$ cat src/hw/rtl/ipmf_pkg.sv
// shared types, constants and helpers of the ip mask filter table
`timescale 1ns / 1ps
`default_nettype none
package ipmf_pkg;

   // table geometry
   localparam int TABLE_DEPTH = 1024;
   localparam int IDX_W       = (TABLE_DEPTH > 1) ? $clog2(TABLE_DEPTH) : 1;
   localparam int CNT_W       = $clog2(TABLE_DEPTH + 1);
   localparam int SLOT_W      = 10;

   // queue between front and back
   localparam int QUEUE_DEPTH = 2;
   localparam int QPTR_W      = (QUEUE_DEPTH > 1) ? $clog2(QUEUE_DEPTH) : 1;

   // filter constants
   localparam logic [31:0] FREE_MARK = 32'hffff_ffff;
   localparam logic [7:0]  OCTET_ALL = 8'hff;

   // command codes on the request channel
   localparam logic [1:0] CMD_CHECK  = 2'd0;
   localparam logic [1:0] CMD_ADD    = 2'd1;
   localparam logic [1:0] CMD_REMOVE = 2'd2;

   // status codes on the response channel
   localparam logic [1:0] ST_DONE      = 2'd0;
   localparam logic [1:0] ST_FULL      = 2'd1;
   localparam logic [1:0] ST_NOT_FOUND = 2'd2;

   // classified operation
   typedef enum logic [1:0] {
      OP_NONE,
      OP_CHECK,
      OP_ADD,
      OP_REMOVE
   } op_type;

   // one classified item as it travels through the queue
   typedef struct packed {
      op_type      op;
      logic [31:0] address;
      logic [31:0] pattern;
      logic [31:0] mask;
   } item_type;

   // nonzero octet gives an all-ones mask octet, zero octet is a wildcard
   function automatic logic [31:0] mask_of(input logic [31:0] pattern);
      logic [31:0] m;
      m = '0;
      for (int k = 0; k < 4; k++) begin
         if (pattern[8*k +: 8] != 8'd0) begin
            m[8*k +: 8] = OCTET_ALL;
         end
      end
      return m;
   endfunction

   // low bits of an entry index as reported on the slot field
   function automatic logic [SLOT_W-1:0] slot_of(input logic [IDX_W-1:0] idx);
      logic [31:0] wide;
      wide = 32'(idx);
      return wide[SLOT_W-1:0];
   endfunction

endpackage
`default_nettype wire

$ cat src/hw/rtl/ipmf_front.sv
// front end: accepts request items and classifies them for the queue
`timescale 1ns / 1ps
`default_nettype none
module ipmf_front (
   input  wire logic              req_valid,
   output logic                   req_ready,
   input  wire logic [1:0]        req_command,
   input  wire logic [31:0]       req_address,
   input  wire logic [31:0]       req_pattern,
   output logic                   push_valid,
   input  wire logic              push_ready,
   output ipmf_pkg::item_type     push_item
);
   import ipmf_pkg::*;

   // handshake passes straight to the queue
   assign req_ready  = push_ready;
   assign push_valid = req_valid;

   // decode command and build the filter mask
   always_comb begin
      push_item.address = req_address;
      push_item.pattern = req_pattern;
      push_item.mask    = mask_of(req_pattern);
      case (req_command)
         CMD_CHECK:  push_item.op = OP_CHECK;
         CMD_ADD:    push_item.op = OP_ADD;
         CMD_REMOVE: push_item.op = OP_REMOVE;
         default:    push_item.op = OP_NONE;
      endcase
   end

endmodule
`default_nettype wire

$ cat config.mk
export PLATFORM = sky130hd
export DESIGN_NAME = ipmf_front
export DESIGN_NICKNAME = d
export VERILOG_FILES = /design/src/hw/rtl/ipmf_pkg.sv /design/src/hw/rtl/ipmf_front.sv
export SDC_FILE = /design/constraint.sdc
export NUM_CORES = 1
export LEC_CHECK = 0
export BUFFER_PORTS_ARGS = -buffer_cell sky130_fd_sc_hd__buf_2
export CORE_AREA = 2 2 65 67
export DETAILED_ROUTE_END_ITERATION = 16
export DIE_AREA = 0 0 67 69
export PLACE_DENSITY = 0.76
export SLEW_MARGIN = 10
export SYNTH_ARGS = -nofsm -noshare
export SYNTH_HDL_FRONTEND = slang
export SYNTH_SLANG_ARGS = --single-unit
$ cat constraint.sdc
create_clock -name vclk -period 1.76
set_input_delay 0.528 -clock vclk [all_inputs]
set_output_delay 0.528 -clock vclk [all_outputs]
set_load 0.05 [all_outputs]
==> out/results.ini, run 1 <==
[cells_and_area]
area.sequential_um2 = 0
post_route_cells_drive_above_1_share = 0.951
multi_input_comb_area_um2 = 263
syn2layout_area_growth_pct = 40.4
num-nets-final = 195
numSequentialCells = 0
number_of_diodes = 0
number_of_filler_cells_placed_in_the_layout = 406
num-clock-buffers = 0
final_design_area_no_fill_um2 = 1160

[floorplan]
dieArea_um2 = 4620
starting_density_of_the_core = 0.210
die-width_um = 67
die_height_um = 69
floorplan.rows = 23
design.portCount = 168
core-area_um2 = 3910

[power_and_ir_drop]
leakagePower_nw = 0.622
total_power_consumption_of_the_routed_design_w = 0.000330
irDropWorstVdd_uv = 148
pwr_dens_nw_per_um2 = 285

[sta]
finalCriticalPeriod_ns = 1.83
finalSetupTns_ns = -1.63
finalWorstSetupSlack_ns = -0.0713
maxClockFrequency_ghz = 0.546
final-max-slew-violation-count = 0
grt_setup_unrepaired = true
hold_viol = 0
timing_worst_slew_pin_value_ns = 0.271
final_min_period_over_clock_period = 1.04
worst_slew_margin_rel = 0.818
final-setup-viol-count = 32

[yosys]
synth_area_leader_cell = buf_4
synth_top_cells_by_count = buf_4, nor4_1, nand2_1
postSynthCellCount = 113
ys.warnings.count = 0
synth.avg_cell_area_um2 = 7.29
post-synth-top-area-fraction = 0.857
netlist_top_cells_area = buf_4, nor4_1, ha_1
post-synth-top-count-cell = buf_4
seq_area_frac_synth = 0
synth.lib_cells_used.distinct = 6
netlist_area_um2 = 823
mappedNetlistNets = 184

[drt]
final_antenna_net_count = 0
drt-wirelength-per-cell_um = 11.1
drt-vias-per-instance = 3.79
route.vias.total = 652
wl_mm = 1.91
drc = 0
drt-initial-drc-count = 3
detail_route.first_pass.iterations = 2

[hold_path]
worst_min_delay_path_category = input port to output pin

[status]
failed_checks = setup timing
run_status = finished with violations

[setup_path]
worst_path_required_time_ns = 1.23
worst_path_max_delay_cell = nor4_4
worstSetupEndpointType = output pin
crit_path_max_incr_delay_ns = 0.32
critical_path.cell_chain = buf_8 > nor4_4 > nand2_4 > buf_4
critical_path.top_delay_family = simple AND/OR/NAND/NOR gates
timing.critical_path.from_type = input port
critical_path_peak_fanout = 8
cp.buffers_inverters = 2
worstPathArrival_ns = 1.30
critical_path_class = input port to output pin

[placement]
dp_slack_ns = -0.0991
globalplace.congestion = 0.684
dp_hpwl_mm = 1.53
place.port_buffers = 100
postPlaceCellArea_um2 = 856

[global_routing]
antenna_found_initial = 0
wire_length_of_the_first_global_routing_pass_mm = 2.59
global_route.usage.total = 0.0677
via_count_of_the_first_global_routing_pass = 583
grt_start_max_net_pins = 9
grt_overflow_total = 0

[clock_tree]
cts_setup_buffers = 0

[run]
cap_violations = 0

-- cell families (layout without fill, tap and decap cells) --
family,count (synthesis),after routing,synth area share
AND/OR/NAND/NOR,14,14,0.0881
adder cells (fa/ha/maj),3,3,0.0456
buffers and inverters,96,105,0.866
-- layer usage --
| layer | routed length, um | global-route usage |
|---|---|---|
| met1 | 514 | 0.0571 |
| met2 | 1050 | 0.144 |
| met3 | 260 | 0.00653 |
| met4 | 80 | 0.0317 |
| met5 | 0 | 0 |
-- metrics by stage --
| stage | hold slack, ns | instances | util |
|---|---|---|---|
| 2_1_floorplan | 1.22 | 113 | - |
| 3_3_place_gp | 1.06 | 172 | 0.219 |
| 3_5_place_dp | 1.06 | 172 | 0.219 |
| 4_1_cts | 1.06 | 172 | 0.276 |
| 5_1_grt | 1.06 | 172 | 0.295 |
| 6_report | 1.06 | 172 | 0.295 |
-- what timing repair did --
item                       4_1_cts  5_1_grt
cloned                           0        0
hold endpoints to repair         0        0
gates resized for setup         62       32
setup endpoints to repair       32       33
hold buffers                     0        0
pin swaps                        9        7
-- cells in the final DEF, fill, tap and decap left out --
cell type and n:
buf_4 13, buf_8 10, buf_6 28, nor2_1 1, nor2_2 1, ha_1 3, nor4_4 8, buf_2 52
inv_1 2, nand2_4 4
-- final cells by class --
class,count,share of cell area
repair buffers,103,0.712
inverters,2,0.00649
well taps,50,0.0541
multi-input cells,17,0.227
-- report_power, final --
part / switching, W / internal [W]
combinational: 0.000227 / 0.000103
clock: 0 / 0
sequential: 0 / 0
-- path summary, 6_finish.rpt --
kind	to	startpoint	cells past startpoint	slack, ns
hold / removal	push_item[73]	req_address[9]	0	1.06
setup / recovery	push_item[25]	req_pattern[29]	4	-0.07
No activity file was read; power rests on OpenSTA's default activity.
==> run 2: changes to the inputs <==
--- a/config.mk
+++ b/config.mk
@@ -9,8 +9,8 @@
 export CORE_AREA = 2 2 65 67
 export DETAILED_ROUTE_END_ITERATION = 16
 export DIE_AREA = 0 0 67 69
-export PLACE_DENSITY = 0.76
-export SLEW_MARGIN = 10
+export PLACE_DENSITY_LB_ADDON = 0.12
+export SLEW_MARGIN = 20
 export SYNTH_ARGS = -nofsm -noshare
 export SYNTH_HDL_FRONTEND = slang
 export SYNTH_SLANG_ARGS = --single-unit
==> run 2 against run 1 <==
Effect of this change:
- the flow still finishes with violations (setup timing)
- sequential share of layout area stayed put
- count of clock-buffer cells in the layout unchanged
- hold slack is the same
- global-route usage fell by 0.065 points
- sequential cell count is the same
- core utilization down 2.0 points
- combinational power is 3% lower
- wire length shrank 1.6%
==> out/results.ini, run 2 (synthesis results as in run 1) <==
[sta]
finalSetupTns_ns = -1.38  ; +0.252 ns
finalWorstSetupSlack_ns = -0.0675  ; +0.00375 ns
final-max-slew-violation-count = 0  ; unchanged
hold_viol = 0  ; unchanged
finalCriticalPeriod_ns = 1.83  ; -0.00375 ns
final_min_period_over_clock_period = 1.04  ; -0.00213
final-setup-viol-count = 32  ; unchanged
worst_slew_margin_rel = 0.813  ; -0.00502
timing_worst_slew_pin_value_ns = 0.278  ; +0.00748 ns
grt_setup_unrepaired = true
hold_slack_ns = 1.06  ; unchanged
maxClockFrequency_ghz = 0.547  ; +0.21%

[power_and_ir_drop]
leakagePower_nw = 0.583  ; -6.3%
irDropWorstVdd_uv = 102  ; -31%
pwr_dens_nw_per_um2 = 297  ; +4.0%
total_power_consumption_of_the_routed_design_w = 0.000321  ; -2.8%

[floorplan]
core-area_um2 = 3910  ; unchanged
starting_density_of_the_core = 0.210  ; unchanged
die_height_um = 69  ; unchanged
die-width_um = 67  ; unchanged
floorplan.rows = 23  ; unchanged
dieArea_um2 = 4620  ; unchanged
design.portCount = 168  ; unchanged

[status]
failed_checks = setup timing
run_status = finished with violations

[placement]
place.port_buffers = 100  ; unchanged
dp_hpwl_mm = 1.58  ; +3.5%
dp_slack_ns = -0.0940  ; +0.00511 ns
globalplace.congestion = 0.665  ; -2.7%

[cells_and_area]
syn2layout_area_growth_pct = 31.2
final_cell_mix = buf_2, buf_6, buf_4, nor4_4, buf_8
num-nets-final = 192  ; -1.5%
area.sequential_um2 = 0  ; unchanged
num-clock-buffers = 0  ; unchanged
post_route_cells_drive_above_1_share = 0.958  ; +0.00716
final_util = 0.276  ; -0.0195
number_of_diodes = 0  ; unchanged
numSequentialCells = 0  ; unchanged
mostFrequentLayoutCell = buf_2

[setup_path]
critical_path_class = input port to output pin
worstPathArrival_ns = 1.30  ; about the same
critical_path.cell_chain = buf_6 > nor4_4 > nand2_4 > buf_4
timing.critical_path.from_type = input port
critical_path_launch_point = req_pattern[28]
crit_path_max_incr_delay_ns = 0.31  ; about the same
critical_path_peak_fanout = 8  ; unchanged
worst_path_max_delay_cell = nor4_4
worst_path_required_time_ns = 1.23  ; about the same
worstSetupEndpointType = output pin

[drt]
drt-vias-per-instance = 3.80  ; +0.21%
drt-initial-drc-count = 1  ; -2
drt-wirelength-per-cell_um = 11.1  ; +0.12%
detail_route.first_pass.iterations = 4  ; +2
wl_mm = 1.88  ; -1.6%
final_antenna_net_count = 0  ; unchanged
drc = 0  ; unchanged
route.vias.total = 642  ; -1.5%

[hold_path]
hold_path_startpoint = req_address[6]
worst_min_delay_path_category = input port to output pin

[global_routing]
grt_start_max_net_pins = 9  ; unchanged
grt_overflow_total = 0  ; unchanged
wire_length_of_the_first_global_routing_pass_mm = 2.62  ; +1.4%
antenna_found_initial = 0  ; unchanged
via_count_of_the_first_global_routing_pass = 573  ; -1.7%
global_route.usage.total = 0.0670  ; -0.000654

[clock_tree]
cts.hold.buffers_added = 0  ; unchanged

[run]
cap_violations = 0  ; unchanged

## run 2: cell count changes in the layout (fill, tap and decap cells not counted), moves of 3 or more
cell / delta
buf_6: -7
buf_2: +3
buf_4: +3
buf_8: -3
## run 2: layout make-up
type | instances | area [um2]
fill | 433 | 2830
inverter | 2 | 7.51
multi-input combinational | 17 | 265
tap | 50 | 62.6
timing repair buffer | 100 | 744
## run 2: critical path, delay by kind of cell
family                 cells  cell delay (ns)
AND/OR/NAND/NOR            2             0.45
buffers and inverters      2             0.32
## run 2: where the power goes
part	leakage [nW]	internal [W]	total (W)	switching (W)
clock network	0	0	0	0
registers	0	0	0	0
logic	0.583	0.0000951	0.000321	0.000225
total	0.583	0.0000951	0.000321	0.000225
## run 2: final timing paths
path | endpoint | depth (start not counted)
setup / recovery | push_item[28] | 4
hold / removal | push_item[70] | 0
## run 2: through the flow
step	area (um2)	cells
after floorplan	1120	113
after global placement	833	169
after detailed placement	833	169
after CTS	995	169
after global routing	1080	169
final	1080	169
## run 2: per-layer routing
metal  vias up  global-route usage  part of all wire
met4         0              0.0295             0.036
li1        274                   -                 -
met1       287              0.0600              0.24
met3        18              0.0179              0.16
met2        63               0.132              0.56
met5         -                   0                 0
## run 2: what timing repair did
action | 4_1_cts | 5_1_grt
pin swaps | 10 | 9
endpoints found under the setup margin | 33 | 33
gates resized for setup | 45 | 41
buffers inserted | 0 | 0
