[src/hw/rtl/ipmf_pkg.sv]
// shared types, constants and helpers of the ip mask filter table
`timescale 1ns / 1ps
`default_nettype none
package ipmf_pkg;

   // table geometry
   localparam int TABLE_DEPTH = 1024;
   localparam int IDX_W       = (TABLE_DEPTH > 1) ? $clog2(TABLE_DEPTH) : 1;
   localparam int CNT_W       = $clog2(TABLE_DEPTH + 1);
   localparam int SLOT_W      = 10;

   // queue between front and back
   localparam int QUEUE_DEPTH = 2;
   localparam int QPTR_W      = (QUEUE_DEPTH > 1) ? $clog2(QUEUE_DEPTH) : 1;

   // filter constants
   localparam logic [31:0] FREE_MARK = 32'hffff_ffff;
   localparam logic [7:0]  OCTET_ALL = 8'hff;

   // command codes on the request channel
   localparam logic [1:0] CMD_CHECK  = 2'd0;
   localparam logic [1:0] CMD_ADD    = 2'd1;
   localparam logic [1:0] CMD_REMOVE = 2'd2;

   // status codes on the response channel
   localparam logic [1:0] ST_DONE      = 2'd0;
   localparam logic [1:0] ST_FULL      = 2'd1;
   localparam logic [1:0] ST_NOT_FOUND = 2'd2;

   // classified operation
   typedef enum logic [1:0] {
      OP_NONE,
      OP_CHECK,
      OP_ADD,
      OP_REMOVE
   } op_type;

   // one classified item as it travels through the queue
   typedef struct packed {
      op_type      op;
      logic [31:0] address;
      logic [31:0] pattern;
      logic [31:0] mask;
   } item_type;

   // nonzero octet gives an all-ones mask octet, zero octet is a wildcard
   function automatic logic [31:0] mask_of(input logic [31:0] pattern);
      logic [31:0] m;
      m = '0;
      for (int k = 0; k < 4; k++) begin
         if (pattern[8*k +: 8] != 8'd0) begin
            m[8*k +: 8] = OCTET_ALL;
         end
      end
      return m;
   endfunction

   // low bits of an entry index as reported on the slot field
   function automatic logic [SLOT_W-1:0] slot_of(input logic [IDX_W-1:0] idx);
      logic [31:0] wide;
      wide = 32'(idx);
      return wide[SLOT_W-1:0];
   endfunction

endpackage
`default_nettype wire

[src/hw/rtl/ipmf_queue.sv]
// small item queue between the front end and the scan engine
`timescale 1ns / 1ps
`default_nettype none
module ipmf_queue (
   input  wire logic                clock,
   input  wire logic                reset,
   input  wire logic                push_valid,
   output logic                     push_ready,
   input  wire ipmf_pkg::item_type  push_item,
   output logic                     pop_valid,
   input  wire logic                pop_ready,
   output ipmf_pkg::item_type       pop_item
);
   import ipmf_pkg::*;

   item_type            storage_ff [QUEUE_DEPTH];
   logic [QPTR_W-1:0]   wr_ptr_ff;
   logic [QPTR_W-1:0]   rd_ptr_ff;
   logic [QPTR_W:0]     count_ff;
   logic                push;
   logic                pop;

   // occupancy flags
   assign push_ready = (count_ff != (QPTR_W + 1)'(QUEUE_DEPTH));
   assign pop_valid  = (count_ff != '0);
   assign pop_item   = storage_ff[rd_ptr_ff];
   assign push       = push_valid && push_ready;
   assign pop        = pop_valid && pop_ready;

   // pointers and count
   always_ff @(posedge clock) begin
      if (reset) begin
         wr_ptr_ff <= '0;
         rd_ptr_ff <= '0;
         count_ff  <= '0;
      end else begin
         if (push) begin
            wr_ptr_ff <= (wr_ptr_ff == QPTR_W'(QUEUE_DEPTH - 1)) ? '0 : QPTR_W'(wr_ptr_ff + 1'b1);
         end
         if (pop) begin
            rd_ptr_ff <= (rd_ptr_ff == QPTR_W'(QUEUE_DEPTH - 1)) ? '0 : QPTR_W'(rd_ptr_ff + 1'b1);
         end
         if (push && !pop) begin
            count_ff <= (QPTR_W + 1)'(count_ff + 1'b1);
         end else if (pop && !push) begin
            count_ff <= (QPTR_W + 1)'(count_ff - 1'b1);
         end
      end
   end

   // item storage
   always_ff @(posedge clock) begin
      if (push) begin
         storage_ff[wr_ptr_ff] <= push_item;
      end
   end

endmodule
`default_nettype wire

[config.mk]
export PLATFORM = sky130hd
export DESIGN_NAME = ipmf_queue
export DESIGN_NICKNAME = d
export VERILOG_FILES = /design/src/hw/rtl/ipmf_pkg.sv /design/src/hw/rtl/ipmf_queue.sv
export SDC_FILE = /design/constraint.sdc
export NUM_CORES = 1
export LEC_CHECK = 0
export ABC_AREA = 1
export BUFFER_PORTS_ARGS = -buffer_cell sky130_fd_sc_hd__buf_4
export CAP_MARGIN = 20
export CORE_MARGIN = 3
export CORE_UTILIZATION = 35
export CTS_CLUSTER_DIAMETER = 100
export DETAILED_ROUTE_END_ITERATION = 16
export PLACE_DENSITY = 0.69
export SKIP_LAST_GASP = 1
export SLEW_MARGIN = 20
export SYNTH_ARGS = -nofsm -noshare
export SYNTH_HDL_FRONTEND = slang
export SYNTH_SLANG_ARGS = --single-unit
[constraint.sdc]
create_clock -name clock -period 8.84 [get_ports clock]
set_input_delay 0.884 -clock clock [delete_from_list [all_inputs] [get_ports clock]]
set_output_delay 0.884 -clock clock [all_outputs]
set_load 0.02 [all_outputs]
==> results of run 1 <==
[cells in the mapped netlist, drive strengths merged]
| cell | count | area, sq um |
|---|---|---|
| a21oi | 2 | 10.01 |
| buf | 11 | 80.07 |
| dfxtp | 5 | 100.1 |
| edfxtp | 196 | 5886 |
| ha | 1 | 12.51 |
| inv | 8 | 30.03 |
| mux2 | 98 | 1179 |
| nand2 | 9 | 33.78 |
| nand3 | 2 | 10.01 |
| nand4 | 1 | 6.260 |
| nor2 | 7 | 26.28 |
| o21ai | 2 | 10.01 |
[worst paths after layout]
| check | end | from |
|---|---|---|
| worst max-delay path | pop_item[84] | flop |
| worst min register to register | rd_ptr_ff | rd_ptr_ff |
| worst min-delay path | rd_ptr_ff | rd_ptr_ff |
| worst max register to register | storage_ff[0][97] | count_ff[0] |
[kinds of logic after synthesis]
kind of cell,share of synthesized area
DFF,0.8107
adders and majority gates,0.001694
and+or+nand+nor,0.01034
muxes,0.1596
AOI/OAI and AO/OA,0.002712
buffers and inverters,0.01491
[critical path, cell delays in order (launching register included)]
cell and delay, ns:
sky130_fd_sc_hd__dfxtp_4 0.63, sky130_fd_sc_hd__buf_4 0.78, sky130_fd_sc_hd__mux2_2 0.43, sky130_fd_sc_hd__buf_4 0.16
[cell usage in the layout, fill, tap and decap left out]
cell and count:
sky130_fd_sc_hd__dfxtp_4 1, sky130_fd_sc_hd__nand3_1 2, sky130_fd_sc_hd__nor2_4 2, sky130_fd_sc_hd__clkbuf_16 21, sky130_fd_sc_hd__dfxtp_1 4, sky130_fd_sc_hd__a21oi_1 2, sky130_fd_sc_hd__mux2_2 78, sky130_fd_sc_hd__ha_1 1
sky130_fd_sc_hd__nor2_1 5, sky130_fd_sc_hd__nand4_1 1, sky130_fd_sc_hd__o21ai_0 2, sky130_fd_sc_hd__inv_6 1, sky130_fd_sc_hd__bufinv_16 4, sky130_fd_sc_hd__nand2_1 9, sky130_fd_sc_hd__edfxtp_1 196, sky130_fd_sc_hd__buf_4 206
sky130_fd_sc_hd__clkinv_2 2, sky130_fd_sc_hd__inv_1 8, sky130_fd_sc_hd__clkbuf_1 1, sky130_fd_sc_hd__mux2_4 20, sky130_fd_sc_hd__clkinv_1 9
[report_power, final]
group	total (mW)	switching [mW]	internal (mW)	leakage (nW)
Sequential	1.25	0.0461	1.21	1.87
Clock	0.888	0.339	0.549	0.343
Combinational	0.764	0.413	0.351	1.51
[flip-flops by register name, summed over array words and instances, names as in the netlist, named ones only]
name        cells
storage_ff    196
count_ff        2
rd_ptr_ff       1
wr_ptr_ff       1
[routing by layer]
| layer | part of all wire | vias to the layer above |
|---|---|---|
| met2 | 0.52 | 143 |
| met5 | 0 | - |
| met1 | 0.37 | 1855 |
| li1 | - | 1769 |
| met3 | 0.084 | 19 |
| met4 | 0.021 | 0 |
[area by class of cell]
class / instances / share of cell area
Sequential cell: 201 / 0.6045
Clock inverter: 16 / 0.01743
Tap cell: 270 / 0.03410
Timing Repair Buffer: 206 / 0.1561
Inverter: 8 / 0.003031
Clock buffer: 22 / 0.05342
Multi-Input combinational cell: 122 / 0.1315
[through the flow]
| step | hold slack, ns | utilization | setup slack, ns | std cells |
|---|---|---|---|---|
| 6_report | 0.5471 | 0.4835 | 5.319 | 845 |
| 5_1_grt | 0.5451 | 0.4835 | 5.182 | 845 |
| 4_1_cts | 0.5409 | 0.4835 | 5.252 | 845 |
| 3_5_place_dp | 0.5380 | 0.4492 | 5.805 | 807 |
| 3_3_place_gp | 0.4794 | 0.4492 | 5.840 | 807 |
| 2_1_floorplan | 0.4645 | - | 3.222 | 342 |
==> flow_results.xml, run 1 <==
<?xml version="1.0" encoding="UTF-8"?>
<metrics>
  <group name="status">
    <metric name="result_of_the_run" unit="">finished, final reports clean</metric>
  </group>
  <group name="clock_tree">
    <metric name="cts_root_buffer" unit="">sky130_fd_sc_hd__clkbuf_16</metric>
    <metric name="cts-buffers-inserted" unit="">21</metric>
    <metric name="tritoncts_clock_tree" unit="">done</metric>
    <metric name="htree_num_levels" unit="">1</metric>
    <metric name="cts.hold.buffers_added" unit="">0</metric>
    <metric name="clk_transition_reported_paths" unit="ns">0.06</metric>
    <metric name="post-cts-setup-buffer-count" unit="">0</metric>
    <metric name="clock_tree.buffer_depth" unit="">3</metric>
    <metric name="post_cts_resize_count" unit="">0</metric>
    <metric name="clock_latency" unit="ns">0.49</metric>
    <metric name="clock-sinks" unit="">201</metric>
  </group>
  <group name="detailed_routing">
    <metric name="drc_errors" unit="">0</metric>
    <metric name="num_vias" unit="">3786</metric>
    <metric name="drt_wl_cell" unit="um">17.23</metric>
    <metric name="drt-initial-drc-count" unit="">134</metric>
    <metric name="count_of_nets_left_with_antenna_violations_after_detail_routing" unit="">0</metric>
    <metric name="viasPerCell" unit="">4.480</metric>
    <metric name="drtPass1Iterations" unit="">4</metric>
    <metric name="postRouteWirelength" unit="um">14560</metric>
  </group>
  <group name="yosys">
    <metric name="netlist_instances" unit="">342</metric>
    <metric name="synth.distinct_cells" unit="">14</metric>
    <metric name="netlist_area" unit="sq um">7383</metric>
    <metric name="avgSynthCellArea" unit="sq um">21.59</metric>
    <metric name="synth.yosys.seq_area_share" unit="">0.8107</metric>
    <metric name="yosys_register_bits" unit="">201</metric>
    <metric name="yosys_warnings" unit="">0</metric>
    <metric name="synth_nets" unit="">445</metric>
  </group>
  <group name="timing">
    <metric name="total_setup_violations_reported_at_the_end_of_the_flow" unit="">0</metric>
    <metric name="hold_violations" unit="">0</metric>
    <metric name="top_achievable_clock_speed" unit="MHz">284.0</metric>
    <metric name="slew_headroom" unit="">0.3207</metric>
    <metric name="worst_slew_pin_slew" unit="ns">1.019</metric>
    <metric name="totalNegativeSetupSlack" unit="ns">0</metric>
    <metric name="rsz_0062_raised_after_global_routing" unit="">no</metric>
    <metric name="timing.clock.skew" unit="ns">0.01428</metric>
    <metric name="finalCritPeriodShare" unit="">0.3983</metric>
    <metric name="maxSlewViolCount" unit="">0</metric>
    <metric name="fin_crit" unit="ns">3.521</metric>
  </group>
  <group name="critical_path">
    <metric name="critPathCaptureType" unit="">primary output</metric>
    <metric name="worst-path-max-fanout" unit="">67</metric>
    <metric name="arrival" unit="ns">2.64</metric>
    <metric name="critPathRequiredTime" unit="ns">7.96</metric>
    <metric name="worstRegToRegCells" unit="">5</metric>
    <metric name="ff2ff_setup_slack" unit="ns">7.04</metric>
    <metric name="timing.setup.critical_path_class" unit="">flop to primary output</metric>
    <metric name="startpoint_type" unit="">flop</metric>
  </group>
  <group name="min_path">
    <metric name="hold_path_depth" unit="">2</metric>
    <metric name="timing.hold.worst.class" unit="">flop to flop</metric>
  </group>
  <group name="power">
    <metric name="vdd.ir_drop.worst" unit="V">0.0001828</metric>
    <metric name="design_power_total" unit="mW">2.904</metric>
    <metric name="cellLeakagePower" unit="nW">3.725</metric>
    <metric name="powerDensity" unit="nW/um^2">293.1</metric>
  </group>
  <group name="finish">
    <metric name="num-fill-cells" unit="">1729</metric>
    <metric name="final-seq-area" unit="sq um">5989</metric>
    <metric name="drive_gt1_frac" unit="">0.5826</metric>
    <metric name="area_delta_synth_final" unit="%">34.20</metric>
    <metric name="post-route-cell-area" unit="sq um">9908</metric>
    <metric name="diodes" unit="">0</metric>
    <metric name="footprint_of_the_multi_input_gates" unit="sq um">1303</metric>
    <metric name="finalNetCount" unit="">663</metric>
  </group>
  <group name="placed_design">
    <metric name="detailed_place.area" unit="sq um">9206</metric>
    <metric name="dp_hpwl" unit="um">9680</metric>
    <metric name="place.port_buffers" unit="">201</metric>
    <metric name="place.gp.congestion" unit="">0.7462</metric>
  </group>
  <group name="grt">
    <metric name="grt_pass1_vias" unit="">4168</metric>
    <metric name="groute.usage.overall" unit="">0.1209</metric>
    <metric name="global_route_wire_length_before_repair" unit="um">21560</metric>
    <metric name="grt_most_used_layer" unit="">met2</metric>
    <metric name="antenna_violations_before_repair" unit="">0</metric>
    <metric name="grtUsageMet2" unit="">0.2158</metric>
    <metric name="overflow" unit="">0</metric>
    <metric name="grtUsageMet3" unit="">0.03651</metric>
    <metric name="grt_max_degree" unit="">68</metric>
    <metric name="met1_usage" unit="">0.1384</metric>
  </group>
  <group name="floorplanning">
    <metric name="initial_core_util" unit="">0.3603</metric>
    <metric name="num_rows" unit="">52</metric>
    <metric name="die_height" unit="um">151.2</metric>
    <metric name="ios" unit="">202</metric>
    <metric name="core_area" unit="sq um">20490</metric>
    <metric name="die-width" unit="um">151.2</metric>
    <metric name="die_area" unit="sq um">22870</metric>
  </group>
  <group name="run">
    <metric name="max_cap_violations" unit="">0</metric>
  </group>
</metrics>
Note: power is estimated with default switching activity, not from simulation.
==> run 2, diff against run 1 <==
Settings changed: PLACE_DENSITY 0.69 to 0.71.
Clock period 8.84 ns to 3 ns, I/O delays scaled along.
==> run 2 against run 1 <==
Combinational power rose to 3.2 times the previous value. Register-to-register slack got worse by 6.0 ns. Power rose to 3.0 times the previous value. Wire length rose by 8.6%. Via count rose by 11%. Count of clock-buffer cells in the layout rose by 4. Critical path depth did not move. Highest routed layer unchanged.
==> flow_results.xml, run 2 (synthesis gave the netlist of run 1 again) <==
<?xml version="1.0" encoding="UTF-8"?>
<metrics>
  <group name="power">
    <metric name="internal_power" unit="mW">6.175</metric>
    <metric name="power_switching_share" unit="">0.2824</metric>
    <metric name="powerDensity" unit="nW/um^2">786.9</metric>
    <metric name="seq_power_share" unit="">0.425</metric>
    <metric name="power.net_switching" unit="mW">2.430</metric>
    <metric name="cellLeakagePower" unit="nW">4.147</metric>
    <metric name="power_frac_comb" unit="">0.286</metric>
    <metric name="design_power_total" unit="mW">8.605</metric>
    <metric name="vdd.ir_drop.worst" unit="V">0.0005579</metric>
    <metric name="clock_power_share" unit="">0.290</metric>
  </group>
  <group name="detailed_routing">
    <metric name="drc_errors" unit="">0</metric>
    <metric name="drt_wl_cell" unit="um">16.66</metric>
    <metric name="count_of_nets_left_with_antenna_violations_after_detail_routing" unit="">0</metric>
    <metric name="postRouteWirelength" unit="um">15810</metric>
    <metric name="viasPerCell" unit="">4.427</metric>
    <metric name="num_vias" unit="">4201</metric>
    <metric name="drtPass1Iterations" unit="">4</metric>
    <metric name="drt-initial-drc-count" unit="">173</metric>
  </group>
  <group name="floorplanning">
    <metric name="ios" unit="">202</metric>
    <metric name="num_rows" unit="">52</metric>
    <metric name="core_area" unit="sq um">20490</metric>
    <metric name="die_height" unit="um">151.2</metric>
    <metric name="die-width" unit="um">151.2</metric>
    <metric name="initial_core_util" unit="">0.3603</metric>
    <metric name="die_area" unit="sq um">22870</metric>
  </group>
  <group name="clock_tree">
    <metric name="clock_tree.buffer_depth" unit="">3</metric>
    <metric name="tritoncts_clock_tree" unit="">done</metric>
    <metric name="clk_transition_reported_paths" unit="ns">0.06</metric>
    <metric name="clock_latency" unit="ns">0.49</metric>
    <metric name="cts-buffers-inserted" unit="">22</metric>
    <metric name="clock-sinks" unit="">201</metric>
    <metric name="cts_root_buffer" unit="">sky130_fd_sc_hd__clkbuf_16</metric>
    <metric name="htree_num_levels" unit="">1</metric>
    <metric name="post_cts_resize_count" unit="">0</metric>
    <metric name="post-cts-setup-buffer-count" unit="">0</metric>
  </group>
  <group name="grt">
    <metric name="overflow" unit="">0</metric>
    <metric name="groute.usage.overall" unit="">0.1324</metric>
    <metric name="grt_max_degree" unit="">54</metric>
    <metric name="global_route_wire_length_before_repair" unit="um">23640</metric>
    <metric name="grt_pass1_vias" unit="">4563</metric>
    <metric name="antenna_violations_before_repair" unit="">0</metric>
  </group>
  <group name="timing">
    <metric name="top_achievable_clock_speed" unit="MHz">443.6</metric>
    <metric name="slew_headroom" unit="">0.4559</metric>
    <metric name="rsz_0062_raised_after_global_routing" unit="">no</metric>
    <metric name="maxSlewViolCount" unit="">0</metric>
    <metric name="timing.clock.skew" unit="ns">0.01345</metric>
    <metric name="fin_crit" unit="ns">2.254</metric>
    <metric name="hold-worst-slack" unit="ns">0.1195</metric>
    <metric name="finalCritPeriodShare" unit="">0.7514</metric>
    <metric name="worst_slew_pin_slew" unit="ns">0.8142</metric>
    <metric name="total_setup_violations_reported_at_the_end_of_the_flow" unit="">0</metric>
    <metric name="totalNegativeSetupSlack" unit="ns">0</metric>
    <metric name="final.setup.worst_slack" unit="ns">0.7458</metric>
    <metric name="hold_violations" unit="">0</metric>
  </group>
  <group name="critical_path">
    <metric name="arrival" unit="ns">1.95</metric>
    <metric name="ff2ff_setup_slack" unit="ns">1.00</metric>
    <metric name="timing.setup.critical_path_class" unit="">flop to primary output</metric>
    <metric name="critPathRequiredTime" unit="ns">2.70</metric>
    <metric name="critPathCaptureType" unit="">primary output</metric>
    <metric name="worst-path-max-fanout" unit="">40</metric>
    <metric name="startpoint_type" unit="">flop</metric>
  </group>
  <group name="finish">
    <metric name="finish.utilization" unit="">0.5336</metric>
    <metric name="finalNetCount" unit="">766</metric>
    <metric name="mostFrequentLayoutCells" unit="">sky130_fd_sc_hd__buf_4, sky130_fd_sc_hd__edfxtp_1, sky130_fd_sc_hd__dlygate4sd3_1</metric>
    <metric name="drive_gt1_frac" unit="">0.5022</metric>
    <metric name="area_delta_synth_final" unit="%">48.11</metric>
    <metric name="layout_cells_excl_fill" unit="">949</metric>
    <metric name="diodes" unit="">0</metric>
    <metric name="largest-register" unit="">storage_ff</metric>
    <metric name="largest_reg_flops" unit="">196</metric>
    <metric name="post-route-cell-area" unit="sq um">10940</metric>
    <metric name="largest_registers" unit="">storage_ff (196), count_ff (2)</metric>
    <metric name="layout_commonest_cell" unit="">sky130_fd_sc_hd__buf_4</metric>
  </group>
  <group name="placed_design">
    <metric name="detailedPlace.worstSlack" unit="ns">0.9473</metric>
    <metric name="place.port_buffers" unit="">201</metric>
    <metric name="detailed_place.area" unit="sq um">9274</metric>
    <metric name="place.gp.congestion" unit="">0.7437</metric>
    <metric name="dp_hpwl" unit="um">9897</metric>
    <metric name="placed_cells" unit="">811</metric>
  </group>
  <group name="status">
    <metric name="result_of_the_run" unit="">finished, final reports clean</metric>
  </group>
  <group name="run">
    <metric name="max_cap_violations" unit="">0</metric>
  </group>
  <group name="min_path">
    <metric name="timing.hold.worst.class" unit="">input port to flop</metric>
  </group>
</metrics>
==> run 2: cell types whose count changed in the layout (fill, tap and decap cells not counted) <==
| cell | previous run | this run |
|---|---|---|
| sky130_fd_sc_hd__inv_6 | 1 | 0 |
| sky130_fd_sc_hd__clkinv_1 | 9 | 7 |
| sky130_fd_sc_hd__clkinv_2 | 2 | 3 |
| sky130_fd_sc_hd__buf_12 | 0 | 3 |
| sky130_fd_sc_hd__buf_4 | 206 | 207 |
| sky130_fd_sc_hd__clkbuf_1 | 1 | 3 |
| sky130_fd_sc_hd__bufinv_16 | 4 | 1 |
| sky130_fd_sc_hd__clkinvlp_4 | 0 | 3 |
| sky130_fd_sc_hd__dlygate4sd3_1 | 0 | 98 |
| sky130_fd_sc_hd__clkbuf_16 | 21 | 23 |
==> run 2: path summary, 6_finish.rpt <==
path,depth (start not counted),endpoint,from
worst max-delay path,3,pop_item[36],flop
worst min-delay path,3,rd_ptr_ff,pop_ready
worst max register to register,5,storage_ff[1][18],count_ff[0]
worst min register to register,2,rd_ptr_ff,rd_ptr_ff
==> run 2: power groups by stage <==
stage                     Combinational [mW]  Sequential (mW)  Clock [mW]
after global placement                  2.32             3.69           0
after global routing                    2.62             3.69        2.71
after CTS                               2.48             3.66        2.59
after detailed placement                2.37             3.71           0
final                                   2.46             3.66        2.49
after floorplan                         1.44             3.70           0
==> run 2: final cells by class <==
cell class,count,area [sq um]
Fill cell,1612,9559
Sequential cell,201,5989
Timing Repair Buffer,308,2595
Multi-Input combinational cell,122,1303
Clock buffer,26,586.8
Tap cell,270,337.8
Clock inverter,14,93.84
Inverter,8,30.03
==> run 2: repair_timing <==
item	4_1_cts	5_1_grt
endpoints found under the hold margin	196	0
hold buffers	98	0
endpoints found under the setup margin	0	0
==> run 2: critical path: stages, from the launching register on <==
cell                      delay (ns)
sky130_fd_sc_hd__dfxtp_4        0.40
sky130_fd_sc_hd__buf_4          0.47
sky130_fd_sc_hd__mux2_2         0.41
sky130_fd_sc_hd__buf_4          0.16
==> run 2: layer usage <==
metal  wire length (um)  GRT usage  vias up
li1                   -          -     1982
met1               6120     0.1520     2034
met2               8178     0.2374      157
met3               1155    0.03710       28
met4                360    0.04397        0
met5                  0          0        -
==> run 3, diff against run 2 <==
Clock period 3 ns to 2 ns, I/O delays scaled along.
==> run 3 against run 2 <==
Core utilization up 0.26 points. Largest cell class unchanged. Critical path depth unchanged. Largest power group unchanged. Non-clock buffer count down 1. Count of clock-buffer cells in the layout down 2. Register-to-register slack worse by 0.45 ns. Clock power up 51%. Critical endpoint is now pop_item[12]. Highest routed layer unchanged. Clock skew down 0.0011 ns. Combinational power up 55%. Via count up 0.81%. Power up 52%. Worst hold slack worse by 0.089 ns.
==> flow_results.xml, run 3 (synthesis gave the netlist of run 1 again) <==
<?xml version="1.0" encoding="UTF-8"?>
<metrics>
  <group name="status">
    <metric name="result_of_the_run" unit="">finished, final reports clean</metric>
  </group>
  <group name="clock_tree">
    <metric name="tritoncts_clock_tree" unit="">done</metric>
    <metric name="clock-sinks" unit="">201</metric>
    <metric name="clock_tree.buffer_depth" unit="">3</metric>
    <metric name="clk_transition_reported_paths" unit="ns">0.06</metric>
    <metric name="cts_root_buffer" unit="">sky130_fd_sc_hd__clkbuf_16</metric>
    <metric name="htree_num_levels" unit="">1</metric>
    <metric name="clock_latency" unit="ns">0.48</metric>
    <metric name="cts-buffers-inserted" unit="">21</metric>
  </group>
  <group name="grt">
    <metric name="global_route_wire_length_before_repair" unit="um">24210</metric>
    <metric name="grt_pass1_vias" unit="">4785</metric>
    <metric name="overflow" unit="">0</metric>
    <metric name="groute.usage.overall" unit="">0.1343</metric>
    <metric name="grt_max_degree" unit="">52</metric>
    <metric name="antenna_violations_before_repair" unit="">0</metric>
  </group>
  <group name="timing">
    <metric name="timing.clock.skew" unit="ns">0.01230</metric>
    <metric name="hold-worst-slack" unit="ns">0.03013</metric>
    <metric name="top_achievable_clock_speed" unit="MHz">529.3</metric>
    <metric name="worst_slew_pin_slew" unit="ns">0.3154</metric>
    <metric name="hold_violations" unit="">0</metric>
    <metric name="maxSlewViolCount" unit="">0</metric>
    <metric name="fin_crit" unit="ns">1.889</metric>
    <metric name="total_setup_violations_reported_at_the_end_of_the_flow" unit="">0</metric>
    <metric name="finalCritPeriodShare" unit="">0.9447</metric>
    <metric name="rsz_0062_raised_after_global_routing" unit="">no</metric>
    <metric name="slew_headroom" unit="">0.7897</metric>
  </group>
  <group name="finish">
    <metric name="mostFrequentLayoutCells" unit="">sky130_fd_sc_hd__buf_4, sky130_fd_sc_hd__edfxtp_1, sky130_fd_sc_hd__dlygate4sd3_1</metric>
    <metric name="largest_reg_flops" unit="">196</metric>
    <metric name="finish.utilization" unit="">0.5362</metric>
    <metric name="finalNetCount" unit="">764</metric>
    <metric name="largest-register" unit="">storage_ff</metric>
    <metric name="layout_commonest_cell" unit="">sky130_fd_sc_hd__buf_4</metric>
    <metric name="area_delta_synth_final" unit="%">48.84</metric>
    <metric name="drive_gt1_frac" unit="">0.5045</metric>
    <metric name="num-fill-cells" unit="">1585</metric>
    <metric name="largest_registers" unit="">storage_ff (196), count_ff (2)</metric>
    <metric name="diodes" unit="">0</metric>
  </group>
  <group name="floorplanning">
    <metric name="ios" unit="">202</metric>
    <metric name="num_rows" unit="">52</metric>
    <metric name="die-width" unit="um">151.2</metric>
    <metric name="die_area" unit="sq um">22870</metric>
    <metric name="core_area" unit="sq um">20490</metric>
    <metric name="initial_core_util" unit="">0.3603</metric>
    <metric name="die_height" unit="um">151.2</metric>
  </group>
  <group name="run">
    <metric name="max_cap_violations" unit="">0</metric>
  </group>
  <group name="critical_path">
    <metric name="ff2ff_setup_slack" unit="ns">0.55</metric>
    <metric name="arrival" unit="ns">1.69</metric>
    <metric name="worst-path-max-fanout" unit="">36</metric>
    <metric name="cp_buf_inv_count" unit="">2</metric>
    <metric name="worstRegToRegCells" unit="">9</metric>
    <metric name="crit_path_cell_trace" unit="">buf_16 &gt; mux2_2 &gt; buf_4</metric>
    <metric name="critPathRequiredTime" unit="ns">1.80</metric>
    <metric name="critPathCaptureType" unit="">primary output</metric>
    <metric name="worst_r2r_endpoint" unit="">count_ff[1]</metric>
    <metric name="slowest_delay" unit="ns">0.41</metric>
    <metric name="critPathCapture" unit="">pop_item[12]</metric>
    <metric name="startpoint_type" unit="">flop</metric>
    <metric name="count_of_cell_instances_traversed_by_the_critical_path" unit="">3</metric>
    <metric name="timing.setup.critical_path_class" unit="">flop to primary output</metric>
    <metric name="launch_instance_of_the_worst_register_to_register_path" unit="">count_ff[1]</metric>
    <metric name="cpLargestDelayFamily" unit="">buffers and inverters</metric>
    <metric name="timing.critical_path.slowest_stage_cell" unit="">sky130_fd_sc_hd__dfxtp_4</metric>
  </group>
  <group name="detailed_routing">
    <metric name="postRouteWirelength" unit="um">16020</metric>
    <metric name="drtPass1Iterations" unit="">4</metric>
    <metric name="count_of_nets_left_with_antenna_violations_after_detail_routing" unit="">0</metric>
    <metric name="drc_errors" unit="">0</metric>
    <metric name="num_vias" unit="">4235</metric>
    <metric name="drt-initial-drc-count" unit="">110</metric>
    <metric name="drt_wl_cell" unit="um">17.01</metric>
    <metric name="viasPerCell" unit="">4.496</metric>
  </group>
  <group name="min_path">
    <metric name="timing.hold.worst.class" unit="">input port to flop</metric>
  </group>
  <group name="power">
    <metric name="cellLeakagePower" unit="nW">4.160</metric>
    <metric name="powerDensity" unit="nW/um^2">1187</metric>
    <metric name="vdd.ir_drop.worst" unit="V">0.0006870</metric>
  </group>
  <group name="placed_design">
    <metric name="place.port_buffers" unit="">201</metric>
    <metric name="dp_hpwl" unit="um">9458</metric>
    <metric name="place.gp.congestion" unit="">0.6929</metric>
  </group>
</metrics>
run 3: worst reg2reg max path: cells and delay by family (launching register included):
| family | cells | cell delay (ns) |
|---|---|---|
| DFF | 1 | 0.40 |
| and+or+nand+nor | 5 | 0.46 |
| buffers and inverters | 3 | 0.22 |
| adders and majority gates | 1 | 0.31 |
run 3: where the power goes:
| part | internal, mW | total [mW] | leakage (nW) | switching (mW) |
|---|---|---|---|---|
| combinational | 1.80 | 3.81 | 1.97 | 2.01 |
| clock | 2.29 | 3.75 | 0.317 | 1.46 |
| sequential | 5.33 | 5.49 | 1.87 | 0.160 |
run 3: stage by stage:
| step | TNS [ns] | area, sq um | cells | worst slack [ns] | power, mW |
|---|---|---|---|---|---|
| floorplan | -83.20 | 7415 | 342 | -0.4346 | 7.710 |
| global placement | 0 | 9305 | 808 | 0.4881 | 9.092 |
| detailed placement | 0 | 9305 | 808 | 0.4809 | 9.177 |
| CTS | 0 | 10990 | 942 | 0.05753 | 13.19 |
| global route | 0 | 10990 | 942 | 0.03728 | 13.60 |
| finish | 0 | 10990 | 942 | 0.1106 | 13.05 |
run 3: worst min path at each step:
| stage | from | slack [ns] | end | depth (start not counted) |
|---|---|---|---|---|
| after CTS | reset | 0.007 | wr_ptr_ff | 4 |
| after floorplan | push_item[0] | 0.30 | storage_ff[0][0] | 0 |
| after detailed placement | push_item[91] | 0.39 | storage_ff[0][91] | 1 |
| final | reset | 0.03 | wr_ptr_ff | 4 |
| after global placement | push_item[27] | 0.38 | storage_ff[1][27] | 1 |
| after global routing | reset | 0.02 | count_ff[1] | 4 |
run 3: metal layers:
| metal | up-vias | share of wire | track usage |
|---|---|---|---|
| met2 | 145 | 0.54 | 0.2507 |
| met3 | 38 | 0.060 | 0.03591 |
| met4 | 0 | 0.030 | 0.04488 |
| li1 | 1976 | - | - |
| met5 | - | 0 | 0 |
| met1 | 2076 | 0.37 | 0.1465 |
run 3: area by class of cell:
type | instances | area (sq um) | share of cell area
Sequential cell | 201 | 5991 | 0.5451
Inverter | 8 | 30.03 | 0.002733
Multi-Input combinational cell | 122 | 1318 | 0.1199
Tap cell | 270 | 337.8 | 0.03074
Timing Repair Buffer | 307 | 2655 | 0.2416
Clock buffer | 24 | 536.8 | 0.04884
Clock inverter | 10 | 121.4 | 0.01104
run 3: what timing repair did:
action | CTS | global route
resized for setup | 2 | 0
endpoints found under the setup margin | 54 | 0
hold buffers | 99 | 0
endpoints found under the hold margin | 197 | 0
buffers inserted | 0 | 0
